File: src/sv/dcst_pkg.sv
// ----------------------------------------------------------------------------
// dcst_pkg: shared types and codes for the deadline commitment slot table
// Mode, state and status codes and the request record passed down the cells.
// ----------------------------------------------------------------------------
package dcst_pkg;

  localparam logic [2:0] MODE_ACCEPT  = 3'd0;
  localparam logic [2:0] MODE_FULFIL  = 3'd1;
  localparam logic [2:0] MODE_RELEASE = 3'd2;
  localparam logic [2:0] MODE_READ    = 3'd3;
  localparam logic [2:0] MODE_COUNT   = 3'd4;

  localparam logic [2:0] ST_FREE      = 3'd0;
  localparam logic [2:0] ST_COMMITTED = 3'd1;
  localparam logic [2:0] ST_FULFILLED = 3'd2;
  localparam logic [2:0] ST_RELEASED  = 3'd3;
  localparam logic [2:0] ST_BROKEN    = 3'd4;

  localparam logic [2:0] RS_OK        = 3'd0;
  localparam logic [2:0] RS_NO_GUAR   = 3'd1;
  localparam logic [2:0] RS_NOT_READY = 3'd2;
  localparam logic [2:0] RS_FULL      = 3'd3;
  localparam logic [2:0] RS_BAD_SLOT  = 3'd4;
  localparam logic [2:0] RS_LATE      = 3'd5;
  localparam logic [2:0] RS_BAD_CAUSE = 3'd6;

  localparam logic [2:0] CAUSE_BATTERY = 3'd1;
  localparam logic [2:0] CAUSE_ROUTE   = 3'd2;
  localparam logic [2:0] CAUSE_REST    = 3'd3;

  localparam int IN_DATA_W  = 144;
  localparam int OUT_DATA_W = 216;

  // request travelling down the chain, with the answer it collects
  typedef struct packed {
    logic        vld;
    logic [2:0]  mode;
    logic [62:0] now;
    logic [7:0]  idx;
    logic [3:0]  kind;
    logic [63:0] span;
    logic [2:0]  cause;
    logic [2:0]  status;
    logic        taken;
    logic [5:0]  slot;
    logic [2:0]  rd_state;
    logic [3:0]  rd_kind;
    logic [62:0] rd_acc;
    logic [62:0] rd_close;
    logic [63:0] rd_span;
    logic [2:0]  rd_cause;
    logic [6:0]  count;
  } dcst_req_t;

endpackage

File: src/sv/dcst_cell.sv
// ----------------------------------------------------------------------------
// dcst_cell: one commitment slot
// Holds one slot and updates it as a request passes; forwards the request.
// ----------------------------------------------------------------------------
module dcst_cell #(
  parameter int CELL_ID = 0
) (
  input  logic               clk,
  input  logic               rst,
  input  dcst_pkg::dcst_req_t req_in,
  output dcst_pkg::dcst_req_t req_out
);
  import dcst_pkg::*;

  logic [2:0]  state_q, state_next;
  logic [3:0]  kind_q, kind_next;
  logic [62:0] acc_q, acc_next;
  logic [63:0] span_q, span_next;
  logic [62:0] close_q, close_next;
  logic [2:0]  cause_q, cause_next;
  dcst_req_t   req_next;

  logic [63:0] deadline;
  logic        overdue, hit, expire_en;
  logic [2:0]  eff_state;
  logic [62:0] eff_close;

  assign deadline  = {1'b0, acc_q} + span_q;
  assign overdue   = (state_q == ST_COMMITTED) && ({1'b0, req_in.now} > deadline);
  assign hit       = req_in.idx == 8'(CELL_ID);
  assign expire_en = req_in.vld && overdue &&
                     (req_in.mode == MODE_ACCEPT || req_in.mode == MODE_READ ||
                      req_in.mode == MODE_COUNT);
  assign eff_state = expire_en ? ST_BROKEN : state_q;
  assign eff_close = expire_en ? req_in.now : close_q;

  always_comb begin
    state_next = eff_state;
    close_next = eff_close;
    kind_next  = kind_q;
    acc_next   = acc_q;
    span_next  = span_q;
    cause_next = cause_q;
    req_next   = req_in;
    if (req_in.vld) begin
      case (req_in.mode)
        MODE_ACCEPT: begin
          if (!req_in.taken && eff_state != ST_COMMITTED) begin
            state_next     = ST_COMMITTED;
            kind_next      = req_in.kind;
            acc_next       = req_in.now;
            span_next      = req_in.span;
            close_next     = '0;
            cause_next     = '0;
            req_next.taken = 1'b1;
            req_next.slot  = 6'(CELL_ID);
          end
        end
        MODE_FULFIL: begin
          if (hit) begin
            if (state_q == ST_COMMITTED) begin
              close_next      = req_in.now;
              state_next      = overdue ? ST_BROKEN : ST_FULFILLED;
              req_next.status = overdue ? RS_LATE : RS_OK;
            end else begin
              req_next.status = RS_BAD_SLOT;
            end
          end
        end
        MODE_RELEASE: begin
          if (hit) begin
            if (state_q == ST_COMMITTED) begin
              state_next = ST_RELEASED;
              cause_next = req_in.cause;
              close_next = req_in.now;
            end else begin
              req_next.status = RS_BAD_SLOT;
            end
          end
        end
        MODE_READ: begin
          if (hit) begin
            req_next.rd_state = eff_state;
            req_next.rd_kind  = kind_q;
            req_next.rd_acc   = acc_q;
            req_next.rd_close = eff_close;
            req_next.rd_span  = span_q;
            req_next.rd_cause = cause_q;
          end
        end
        MODE_COUNT: begin
          if (eff_state != ST_COMMITTED) req_next.count = req_in.count + 7'd1;
        end
        default: ;
      endcase
    end
  end

  always_ff @(posedge clk) begin
    if (rst) begin
      state_q <= ST_FREE;
      kind_q  <= '0;
      acc_q   <= '0;
      span_q  <= '0;
      close_q <= '0;
      cause_q <= '0;
      req_out <= '0;
    end else begin
      state_q <= state_next;
      kind_q  <= kind_next;
      acc_q   <= acc_next;
      span_q  <= span_next;
      close_q <= close_next;
      cause_q <= cause_next;
      req_out <= req_next;
    end
  end

endmodule
File: config.mk
export PLATFORM = sky130hd
export DESIGN_NAME = dcst_cell
export DESIGN_NICKNAME = d
export VERILOG_FILES = /design/src/sv/dcst_pkg.sv /design/src/sv/dcst_cell.sv
export SDC_FILE = /design/constraint.sdc
export NUM_CORES = 1
export LEC_CHECK = 0
export ABC_AREA = 1
export ABC_CLOCK_PERIOD_IN_PS = 6870
export BUFFER_PORTS_ARGS = -buffer_cell sky130_fd_sc_hd__buf_2
export CORE_AREA = 3 3 286 288
export DETAILED_ROUTE_END_ITERATION = 8
export DIE_AREA = 0 0 289 291
export PLACE_DENSITY = 0.63
export SYNTH_ARGS = -nofsm -noshare
export SYNTH_HDL_FRONTEND = slang
export SYNTH_SLANG_ARGS = --single-unit
File: constraint.sdc
create_clock -name clk -period 6.87 [get_ports clk]
set_clock_uncertainty 0.1 [all_clocks]
set_input_delay 1.374 -clock clk [delete_from_list [all_inputs] [get_ports clk]]
set_output_delay 1.374 -clock clk [all_outputs]
set_load 0.1 [all_outputs]
After elaboration in Yosys (flattened, before gate mapping). Index checks and enable logic that the tools add are counted.

Add/subtract/negate cells: 2. Equal/unequal tests: 9. Reduce and logical (&&, ||, !) cells: 13. $lt $le $gt $ge: 1. Mux-type cells: 32.

Operator list (count): $mux W200 (2); $mux W63 (5); $mux W217 (1); $pmux W63 S2 (1); $add A63 B64 Y64 (1); $gt A63 B64 Y1 (1); $mux W3 (16); $mux W7 (4); $pmux W3 S2 (2); $pmux W3 S3 (1); $logic_not A8 Y1 (1); $add A7 B1 Y7 const B (1); $eq A3 B1 Y1 const B (2); $eq A3 B2 Y1 const B (2); $reduce_and A5 Y1 (1); $logic_and A1 B1 Y1 (4); $ne A2 B2 Y1 const B (2); $eq A3 B3 Y1 const B (1); $logic_not A3 Y1 (1); $ne A3 B1 Y1 const B (1); $reduce_and A3 Y1 (1); $logic_or A1 B1 Y1 (2); $ne A2 B1 Y1 const B (1); $reduce_bool A2 Y1 (1); 2 further kinds (2).

Input port bits: 365. Register bits after elaboration: 563. Output and inout bits: 363. Logic and storage cells: 80.

Longest topological paths before layout. Gate-level depths: netlist (run 1).

Depth in word-level cells: 11. Mapped depth: 33. Depth with buffers taken out: 32.

Worst setup path after synthesis (run 1). OpenSTA, ideal clock, no wires.

Path type: register -> register. From: reg acc_q[0]. To: reg kind_q[0]. Setup time: 0.119 ns. Data required time: 6.651 ns. Path slack: 2.247 ns. Path buffers: 2. Cell stages (with the launch flop): 28. Data arrival time: 4.404 ns. Clock period less this slack: 4.623 ns. Cells stage by stage: dfxtp_1 > ha_1 > inv_1 > fa_1 > o21ai_1 > a21boi_1 > o21ai_0 > a21oi_1 > o21ai_1 > a21oi_1 > o21bai_1 > nand3_1 > nand2_1 > xor2_1 > ha_1 > nand2_1 > nor3_1 > nand4_1 > nor3_1 > nand2_1 > nand2_1 > nand4_4 > o21bai_4 > nand3_2 > buf_6 > buf_2 > o21ai_0 > a21oi_1.

Word-level cells in the longest chain between the ends: 9.

RTL lines: from (decl) (line dcst_cell.sv:17) `logic [62:0] acc_q, acc_next;`; from (signal assigned) (line dcst_cell.sv:111) `acc_q <= acc_next;`; $add A63 B64 Y64 (line dcst_cell.sv:28) `assign deadline = {1'b0, acc_q} + span_q;`; $gt A63 B64 Y1 (line dcst_cell.sv:29) `assign overdue = (state_q == ST_COMMITTED) && ({1'b0, req_in.now} > deadline);`; $logic_and A1 B1 Y1 (line dcst_cell.sv:29); $logic_and A1 B1 Y1 (2 in a row) (line dcst_cell.sv:31) `assign expire_en = req_in.vld && overdue &&`; $mux W3 (line dcst_cell.sv:34) `assign eff_state = expire_en ? ST_BROKEN : state_q;`; $ne A3 B1 Y1 (line dcst_cell.sv:48) `if (!req_in.taken && eff_state != ST_COMMITTED) begin`; $logic_and A1 B1 Y1 (line dcst_cell.sv:48); $reduce_and A3 Y1 (no source line); to (signal assigned) (line dcst_cell.sv:110) `kind_q <= kind_next;`; to (decl) (line dcst_cell.sv:16) `logic [3:0] kind_q, kind_next;`.

Every way passes these cells. A chain may end at the register's enable or synchronous reset.

Worst setup path in the final report (run 1).
From: reg span_q[18]. To: reg span_q[17].

Word-level cells in the longest chain between the ends: 9.

RTL lines: from (decl) (line dcst_cell.sv:18) `logic [63:0] span_q, span_next;`; from (signal assigned) (line dcst_cell.sv:112) `span_q <= span_next;`; $add A63 B64 Y64 (line dcst_cell.sv:28); $gt A63 B64 Y1 (line dcst_cell.sv:29); $logic_and A1 B1 Y1 (line dcst_cell.sv:29); $logic_and A1 B1 Y1 (2 in a row) (line dcst_cell.sv:31); $mux W3 (line dcst_cell.sv:34); $ne A3 B1 Y1 (line dcst_cell.sv:48); $logic_and A1 B1 Y1 (line dcst_cell.sv:48); $reduce_and A3 Y1 (no source line).

Every way passes these cells.

==> flow_summary.ini, run 1 <==
[placement]
hpwlAfterDp_mm = 77.0
postPlaceCellArea_mm2 = 0.0308
portBuffers = 727
dp_slack_ps = 210
place_inst = 5262
place_congestion = 0.906

[synthesis]
synth-edff-count = 0
synth_area_per_cell_um2 = 7.21
syn_nets = 4146
synth_flop_cell = dfxtp_1
synth_seq_cells = 563
yosys-top-cells-area = dfxtp_1 (43%), nand2_1 (9.2%), a21oi_1 (8.6%)
synth.distinct_cells = 47
synth_top_area_cell = dfxtp_1
ys_warn_count = 0
syn_inst = 3653
ys_seq_area_share_pct = 42.8
ys_async_sr_fraction_pct = 0
synth_top_area_share_pct = 42.8
syn_area_mm2 = 0.0263

[status]
status = completed

[die]
die_w_um = 289
core_area_mm2 = 0.0791
die_h_um = 291
die_area_mm2 = 0.0841
start_util_pct = 33.3
rows = 103
io_pins = 728

[finish]
final_cells = 5396
fin_area_mm2 = 0.0331
postLayoutCoreUtil_pct = 41.8
synthToLayoutAreaGrowth_pct = 25.7
layout.nets = 4778
final_cell_mix = buf_2 (725), nand2_1 (641), dfxtp_1 (563)
layout_commonest_cell = buf_2
drive_gt1_share_pct = 20.8

[grt]
grt_pass1_wl_mm = 151
grt-ovfl-total = 0
grt_util_all_layers_pct = 23.4
grt_pass1_vias = 25000
antenna_found_initial = 20
grt_max_degree = 167

[flow_run]
max-cap-violations = 0

[pwr]
leakage_nw = 16.1
power_density_mw_per_mm2 = 265
power_mw = 8.77
peakVddDrop_uv = 180

[clock_tree]
cts_tree = built
clkLatencyLatePin_ps = 610
path_clk_slew_ps = 60
root_buffer = clkbuf_16
htree_levels = 3
cts-buffers-inserted = 67
clockBufferDepth = 3
clock_sinks = 563

[worst_setup_path]
worstPathArrival_ps = 6860
cp_max_fo = 81
critPathLaunchType = register
crit_path_end_kind = register
critPathKind = register to register
critical_path_required_ps = 7240

[timing]
setup_viol = 0
hold_viol = 0
slew_violations = 0
worst_pin_slew_ps = 1050
holdWs_ps = 355
period_needed_ps = 6490
final.setup.worst_slack_ps = 384
fmax_ghz = 0.154
relSlewSlack_pct = 29.7
timing.setup.tns_ps = 0
period_share_pct = 94.4

[route]
avgViaCountPerCell = 4.91
drc_errors = 0
drtPass1Iterations = 6
wl_per_cell_um = 18.9
vias = 26500
wl_mm = 102
ant_nets = 0
drt-initial-drc-count = 1741

[worst_hold_path]
hold_path_class = register to register
-- worst max-delay path, cell delays in order (launching register included) --
cell,delay [ps]
dfxtp_1,380
ha_1,390
nand2_1,140
nor2_1,170
nand4_1,200
o211ai_1,550
a21oi_1,330
o21bai_1,480
a21boi_0,270
o21ai_0,370
xnor2_1,150
ha_1,290
nand2_1,80
nor3b_1,210
nand3_1,90
nor3_1,390
nand2_1,100
nand2_1,120
nand4_4,170
o21bai_4,230
nand3_4,300
clkbuf_8,410
o21ai_0,270
a21oi_1,70
-- synth_stat cells (all sizes together) (10+ instances only) --
cell	count
o21bai	10
dfxtp	563
clkbuf	143
nand4	11
nor2	400
nand3	105
ha	127
nor3	20
o21ai	452
xnor2	32
xor2	28
nand2	650
inv	480
a21oi	451
buf	54
a31oi	17
o211ai	67
-- area by class of cell --
class / instances / area, um2
clock inverter: 33 / 455
multi-input combinational: 2413 / 12400
sequential: 563 / 11300
inverter: 480 / 1820
tap: 1050 / 1310
fill: 8226 / 46000
clock buffer: 86 / 1810
antenna: 11 / 27.5
timing repair buffer: 760 / 4000
-- sequential cells by signal, summed over array words and instances (netlist names) --
register and cells:
acc_q 63, cause_q 3, close_q 63, kind_q 4, req_out 363, span_q 64, state_q 3
-- routing by layer --
metal	GRT usage, %	wire length, um	vias to the layer above
li1	-	-	13200
met1	30.4	44200	12100
met2	38.3	46800	1030
met3	4.60	7630	186
met4	8.47	3360	10
met5	0	73	-
-- path summary, 6_finish.rpt --
| check | start | end | slack [ps] | cells past startpoint |
|---|---|---|---|---|
| setup reg to reg | span_q[18]$_SDFFE_PP0P_ | span_q[17]$_SDFFE_PP0P_ | 380 | 23 |
| setup / recovery | span_q[18]$_SDFFE_PP0P_ | span_q[17]$_SDFFE_PP0P_ | 380 | 23 |
| hold reg to reg | kind_q[3]$_SDFFE_PP0P_ | kind_q[3]$_SDFFE_PP0P_ | 360 | 2 |
| hold / removal | kind_q[3]$_SDFFE_PP0P_ | kind_q[3]$_SDFFE_PP0P_ | 360 | 2 |
-- cell families (layout without fill, tap and decap cells) --
kind of cell | count (synthesis) | in the layout | synth area share, %
xor gates and xnor gates | 60 | 60 | 2.00
buffers and inverters | 677 | 1359 | 10.2
AOI/OAI and AO/OA | 1024 | 1024 | 20.6
adders and majority gates | 128 | 128 | 6.11
other | 0 | 11 | 0
and+or+nand+nor | 1201 | 1201 | 18.3
DFF | 563 | 563 | 42.8
-- what timing repair did --
| item | in CTS | in global routing |
|---|---|---|
| endpoints found under the setup margin | 0 | 108 |
| setup buffers | 0 | 4 |
| hold buffers | 0 | 0 |
| resized for setup | 0 | 4 |
-- report_power, final --
part / leakage (nW) / switching [mW] / total [mW] / internal (mW)
clock network: 1.11 / 1.51 / 3.73 / 2.22
registers: 4.64 / 0.0430 / 3.44 / 3.40
logic: 10.4 / 1.30 / 1.60 / 0.302
Note: power is estimated with default switching activity, not from simulation.
==> inputs of run 2 (changes only) <==
- CORE_AREA: 3 3 286 288 -> 5 5 280 282
- DIE_AREA: 0 0 289 291 -> 0 0 285 287
- PLACE_DENSITY: 0.63 -> 0.65
==> run 2 against run 1 <==
Compared with the run above: largest cell class unchanged; final area down 1.1%; critical endpoint is now close_q[30]$_SDFF_PP0_; clock-buffer cell count down 1; utilization up 1.5 points; the run now ends with DRC left.
==> flow_summary.ini, run 2 (synthesis results as in run 1) <==
[finish]
ff_latch_area_mm2 = 0.0113
fillers = 7792
largest_register = req_out
final_cell_mix = buf_2 (725), nand2_1 (641), dfxtp_1 (563)
postLayoutCoreUtil_pct = 43.4
drive_gt1_share_pct = 20.6
layout_commonest_cell = buf_2
reg.largest.list = req_out: 363 flops, span_q: 64 flops
largest_register_ff_count = 363
layout.nets = 4765
final_cells = 5307
multiInputGateArea_mm2 = 0.0124
synthToLayoutAreaGrowth_pct = 24.3
fin_area_mm2 = 0.0327

[placement]
place_congestion = 0.919
postPlaceCellArea_mm2 = 0.0306
portBuffers = 727
place_inst = 5182
hpwlAfterDp_mm = 76.3
dp_slack_ps = 322

[clock_tree]
cts-buffers-inserted = 61
clock_sinks = 563
ctsHoldBuffers = 0
clockBufferDepth = 3
root_buffer = clkbuf_16
path_clk_slew_ps = 60
cts_tree = built
htree_levels = 2
clkLatencyLatePin_ps = 640

[worst_setup_path]
critical_path_required_ps = 7290
reg2reg_to = close_q[30]$_SDFF_PP0_
cp_max_fo = 36
critPathLaunchType = register
ff2ff_setup_slack_ps = 550
worstRegToRegCells = 26
critPathKind = register to register
crit_path_end_kind = register
worstPathArrival_ps = 6740
regToRegStartpoint = span_q[0]$_SDFFE_PP0P_

[route]
drtPass1Iterations = 7
avgViaCountPerCell = 4.97
drt-initial-drc-count = 1970
wl_mm = 103
drc_errors = 1
vias = 26400
wl_per_cell_um = 19.4
ant_nets = 0

[worst_hold_path]
holdPathEnd = kind_q[2]$_SDFFE_PP0P_
worstHoldStart = kind_q[2]$_SDFFE_PP0P_
hold_path_class = register to register
hold_depth = 2

[timing]
final.setup.worst_slack_ps = 549
worst_pin_slew_ps = 1010
fmax_ghz = 0.158
period_share_pct = 92.0
setup_viol = 0
holdWs_ps = 358
period_needed_ps = 6320
slew_violations = 0
relSlewSlack_pct = 32.9
hold_viol = 0
timing.setup.tns_ps = 0

[grt]
grtUsageMet3_pct = 4.89
grt-ovfl-total = 0
grt_pass1_wl_mm = 151
grt_pass1_vias = 25000
grt_max_degree = 269
use_met1_pct = 31.0
grt_util_all_layers_pct = 23.5
busiest_layer = met2
grt_use_met2_pct = 40.0
antenna_found_initial = 12

[pwr]
peakVddDrop_uv = 200
leakage_nw = 16.0
power_mw = 8.42
power_density_mw_per_mm2 = 257

[die]
die_area_mm2 = 0.0818
die_h_um = 287
die_w_um = 285
start_util_pct = 34.9
core_area_mm2 = 0.0754
rows = 101
io_pins = 728

[flow_run]
max-cap-violations = 0

[status]
status = complete, but fails checks
violations = DRC
## run 2: cell types whose count changed in the layout (fill, tap and decap cells not counted), moves of 2 or more
cell and delta:
bufinv_16 -6, clkinvlp_4 +4, diode_2 -4, clkbuf_1 -2, clkbuf_16 -4, clkbuf_8 +5
clkinv_2 -2, buf_12 -3, buf_4 -5
## run 2: routing by layer
metal | vias to the layer above | share of wire [%]
met5 | - | 0.033
met4 | 6 | 2.2
met3 | 146 | 6.9
met2 | 913 | 47
met1 | 12200 | 44
li1 | 13100 | -
## run 2: power breakdown
part	internal, mW	switching, mW	total, mW
combinational	0.300	1.30	1.60
sequential	3.40	0.0426	3.44
clock	1.91	1.46	3.38
total	5.61	2.81	8.42
## run 2: cell type report
cell class	instances	share of cell area [%]
diodes	7	0.0535
repair buffers	753	12.1
flip-flops and latches	563	34.4
clock buffers	85	5.37
clock inverters	28	0.879
well taps	978	3.74
multi-input cells	2413	37.9
inverters	480	5.56
## run 2: critical path, cell delays in order (launching register included)
cell and delay (ps):
dfxtp_1 350, ha_1 180, inv_1 60, fa_1 400
o21ai_1 400, nand2_1 170, o211ai_1 260, a21oi_1 320
o21bai_1 500, a21boi_0 280, o21ai_0 350, xnor2_1 150
ha_1 290, nand2_1 80, nor3b_1 190, nand3_1 90
nor3_1 340, nand2_1 90, nand2_1 120, nand4_4 170
o21bai_4 220, nand2_1 140, nand2_4 380, buf_12 270
nand2_1 80, nand2_1 60, a21oi_1 70
## run 2: timing repair
action,4_1_cts,5_1_grt
resized for setup,0,3
buffers inserted,0,4
endpoints found under the setup margin,0,204
## run 2: worst max-delay path by stage
stage / start / to / slack, ps / cells after the start
floorplan: acc_q[0]$_SDFFE_PP0P_ / kind_q[0]$_SDFFE_PP0P_ / 2250 / 27
global placement: acc_q[0]$_SDFFE_PP0P_ / span_q[32]$_SDFFE_PP0P_ / 560 / 25
detailed placement: span_q[0]$_SDFFE_PP0P_ / span_q[35]$_SDFFE_PP0P_ / 320 / 25
CTS: span_q[0]$_SDFFE_PP0P_ / span_q[32]$_SDFFE_PP0P_ / 300 / 25
global route: acc_q[3]$_SDFFE_PP0P_ / close_q[58]$_SDFF_PP0_ / -10 / 29
finish: span_q[0]$_SDFFE_PP0P_ / close_q[30]$_SDFF_PP0_ / 550 / 26
==> inputs of run 3 (changes only) <==
- CTS_BUF_LIST: default -> sky130_fd_sc_hd__clkbuf_8
==> run 3 against run 2 <==
Compared with the run above: the flow now finishes without violations; sequential cell count is the same; die area unchanged; register-to-register slack hardly changed; sequential power barely moved; critical endpoint is now close_q[39]$_SDFF_PP0_; via count increased by 1.2%; sequential share of layout area shrank 0.10 points; highest routed layer unchanged; critical path type unchanged; critical path depth is 1 higher; fmax shrank 0.21%; clock power about the same; global-route usage grew 0.12 points; non-clock buffer count unchanged.
==> flow_summary.ini, run 3 (synthesis results as in run 1) <==
[route]
drtPass1Iterations = 6
wl_mm = 103
drc_errors = 0
wl_per_cell_um = 19.2
avgViaCountPerCell = 4.97
vias = 26700
drt-initial-drc-count = 2091
ant_nets = 0

[pwr]
power_mw = 8.40
power_frac_clock_pct = 40.0
swShare_pct = 33.6
p_int_mw = 5.58
seq_power_share_pct = 40.9
power_density_mw_per_mm2 = 256
leakage_nw = 16.1
p_switching_mw = 2.82
power_frac_comb_pct = 19.1
peakVddDrop_uv = 197

[clock_tree]
clkLatencyLatePin_ps = 720
cts-buffers-inserted = 98
cts_tree = built
path_clk_slew_ps = 70
clockBufferDepth = 3
clock_sinks = 563
ctsHoldBuffers = 0
htree_levels = 3
root_buffer = clkbuf_8

[die]
rows = 101
start_util_pct = 34.9
die_h_um = 287
die_area_mm2 = 0.0818
die_w_um = 285
core_area_mm2 = 0.0754
io_pins = 728

[finish]
largest_register = req_out
largest_register_ff_count = 363
layout.nets = 4802
synthToLayoutAreaGrowth_pct = 24.7
fin_area_mm2 = 0.0328
drive_gt1_share_pct = 21.3
final_cell_mix = buf_2 (725), nand2_1 (641), dfxtp_1 (563)
layout_commonest_cell = buf_2
reg.largest.list = req_out: 363 flops, span_q: 64 flops

[grt]
grt_pass1_vias = 25300
grt_util_all_layers_pct = 23.7
grt_pass1_wl_mm = 151
grt_max_degree = 269
antenna_found_initial = 13
grt-ovfl-total = 0

[flow_run]
max-cap-violations = 0

[placement]
postPlaceCellArea_mm2 = 0.0306
place_congestion = 0.919
hpwlAfterDp_mm = 76.3
portBuffers = 727

[timing]
period_share_pct = 92.2
worst_pin_slew_ps = 977
fmax_ghz = 0.158
slew_violations = 0
period_needed_ps = 6330
relSlewSlack_pct = 34.9
hold_viol = 0
setup_viol = 0

[worst_setup_path]
crit_path_end_kind = register
cp_max_fo = 36
worstPathArrival_ps = 6790
critPathLaunchType = register
critPathKind = register to register
ff2ff_setup_slack_ps = 540
critical_path_required_ps = 7320

[status]
status = completed

[worst_hold_path]
hold_path_class = register to register
[run 3: layout make-up]
type,count,area [um2]
flip-flops and latches,563,11300
clock buffers,119,1640
clock inverters,53,500
fillers,7795,42600
repair buffers,753,3950
multi-input cells,2413,12400
diodes,9,22.5
well taps,978,1220
inverters,480,1820
[run 3: power groups by stage]
| stage | clock network [mW] | logic (mW) | registers, mW |
|---|---|---|---|
| after floorplan | 0 | 0.358 | 4.34 |
| after global placement | 0 | 1.59 | 3.51 |
| after detailed placement | 0 | 1.60 | 3.51 |
| after CTS | 3.44 | 1.60 | 3.44 |
| after global routing | 3.59 | 1.70 | 3.45 |
| final | 3.36 | 1.60 | 3.44 |
[run 3: worst paths after layout]
kind | start | endpoint | cells past startpoint
setup / recovery | span_q[18]$_SDFFE_PP0P_ | close_q[39]$_SDFF_PP0_ | 27
hold / removal | kind_q[3]$_SDFFE_PP0P_ | kind_q[3]$_SDFFE_PP0P_ | 2
setup reg to reg | span_q[18]$_SDFFE_PP0P_ | close_q[39]$_SDFF_PP0_ | 27
hold reg to reg | kind_q[3]$_SDFFE_PP0P_ | kind_q[3]$_SDFFE_PP0P_ | 2
[run 3: worst max-delay path, cell delays in order, from the launching register on]
cell and delay (ps):
dfxtp_1 370, ha_1 410, nand2_1 140, nor2_1 180
nand4_1 180, nor2_1 150, nand2_1 100, o211ai_1 250
a21oi_1 310, o21bai_1 510, a21boi_0 290, o21ai_0 340
xnor2_1 150, ha_1 290, nand2_1 80, nor3b_1 190
nand3_1 90, nor3_1 360, nand2_1 100, nand2_1 120
nand4_4 180, o21bai_4 230, nand2_1 140, nand2_4 390
buf_12 270, nand2_1 80, nand2_1 60, a21oi_1 80
[run 3: routing by layer]
layer | vias up | share of wire [%] | global-route usage, %
met2 | 975 | 47 | 39.8
met1 | 12300 | 43 | 30.9
li1 | 13200 | - | -
met5 | - | 0.038 | 0
met3 | 164 | 7.1 | 5.13
met4 | 6 | 2.3 | 6.44
[run 3: timing repair]
action,CTS,global route
buffers inserted,0,4
gates resized for setup,0,3
hold endpoints to repair,0,0
setup endpoints to repair,0,190
[run 3: through the flow]
| stage | TNS [ps] | std cells | hold WS [ps] | utilization (%) | setup WS [ps] |
|---|---|---|---|---|---|
| global placement | 0 | 5182 | 342 | 40.6 | 559 |
| detailed placement | 0 | 5182 | 349 | 40.6 | 322 |
| floorplan | 0 | 3653 | 330 | - | 2250 |
| finish | 0 | 5368 | 358 | 43.5 | 536 |
| global route | -25.0 | 5364 | 374 | 43.5 | -12.9 |
| CTS | 0 | 5354 | 349 | 43.4 | 312 |
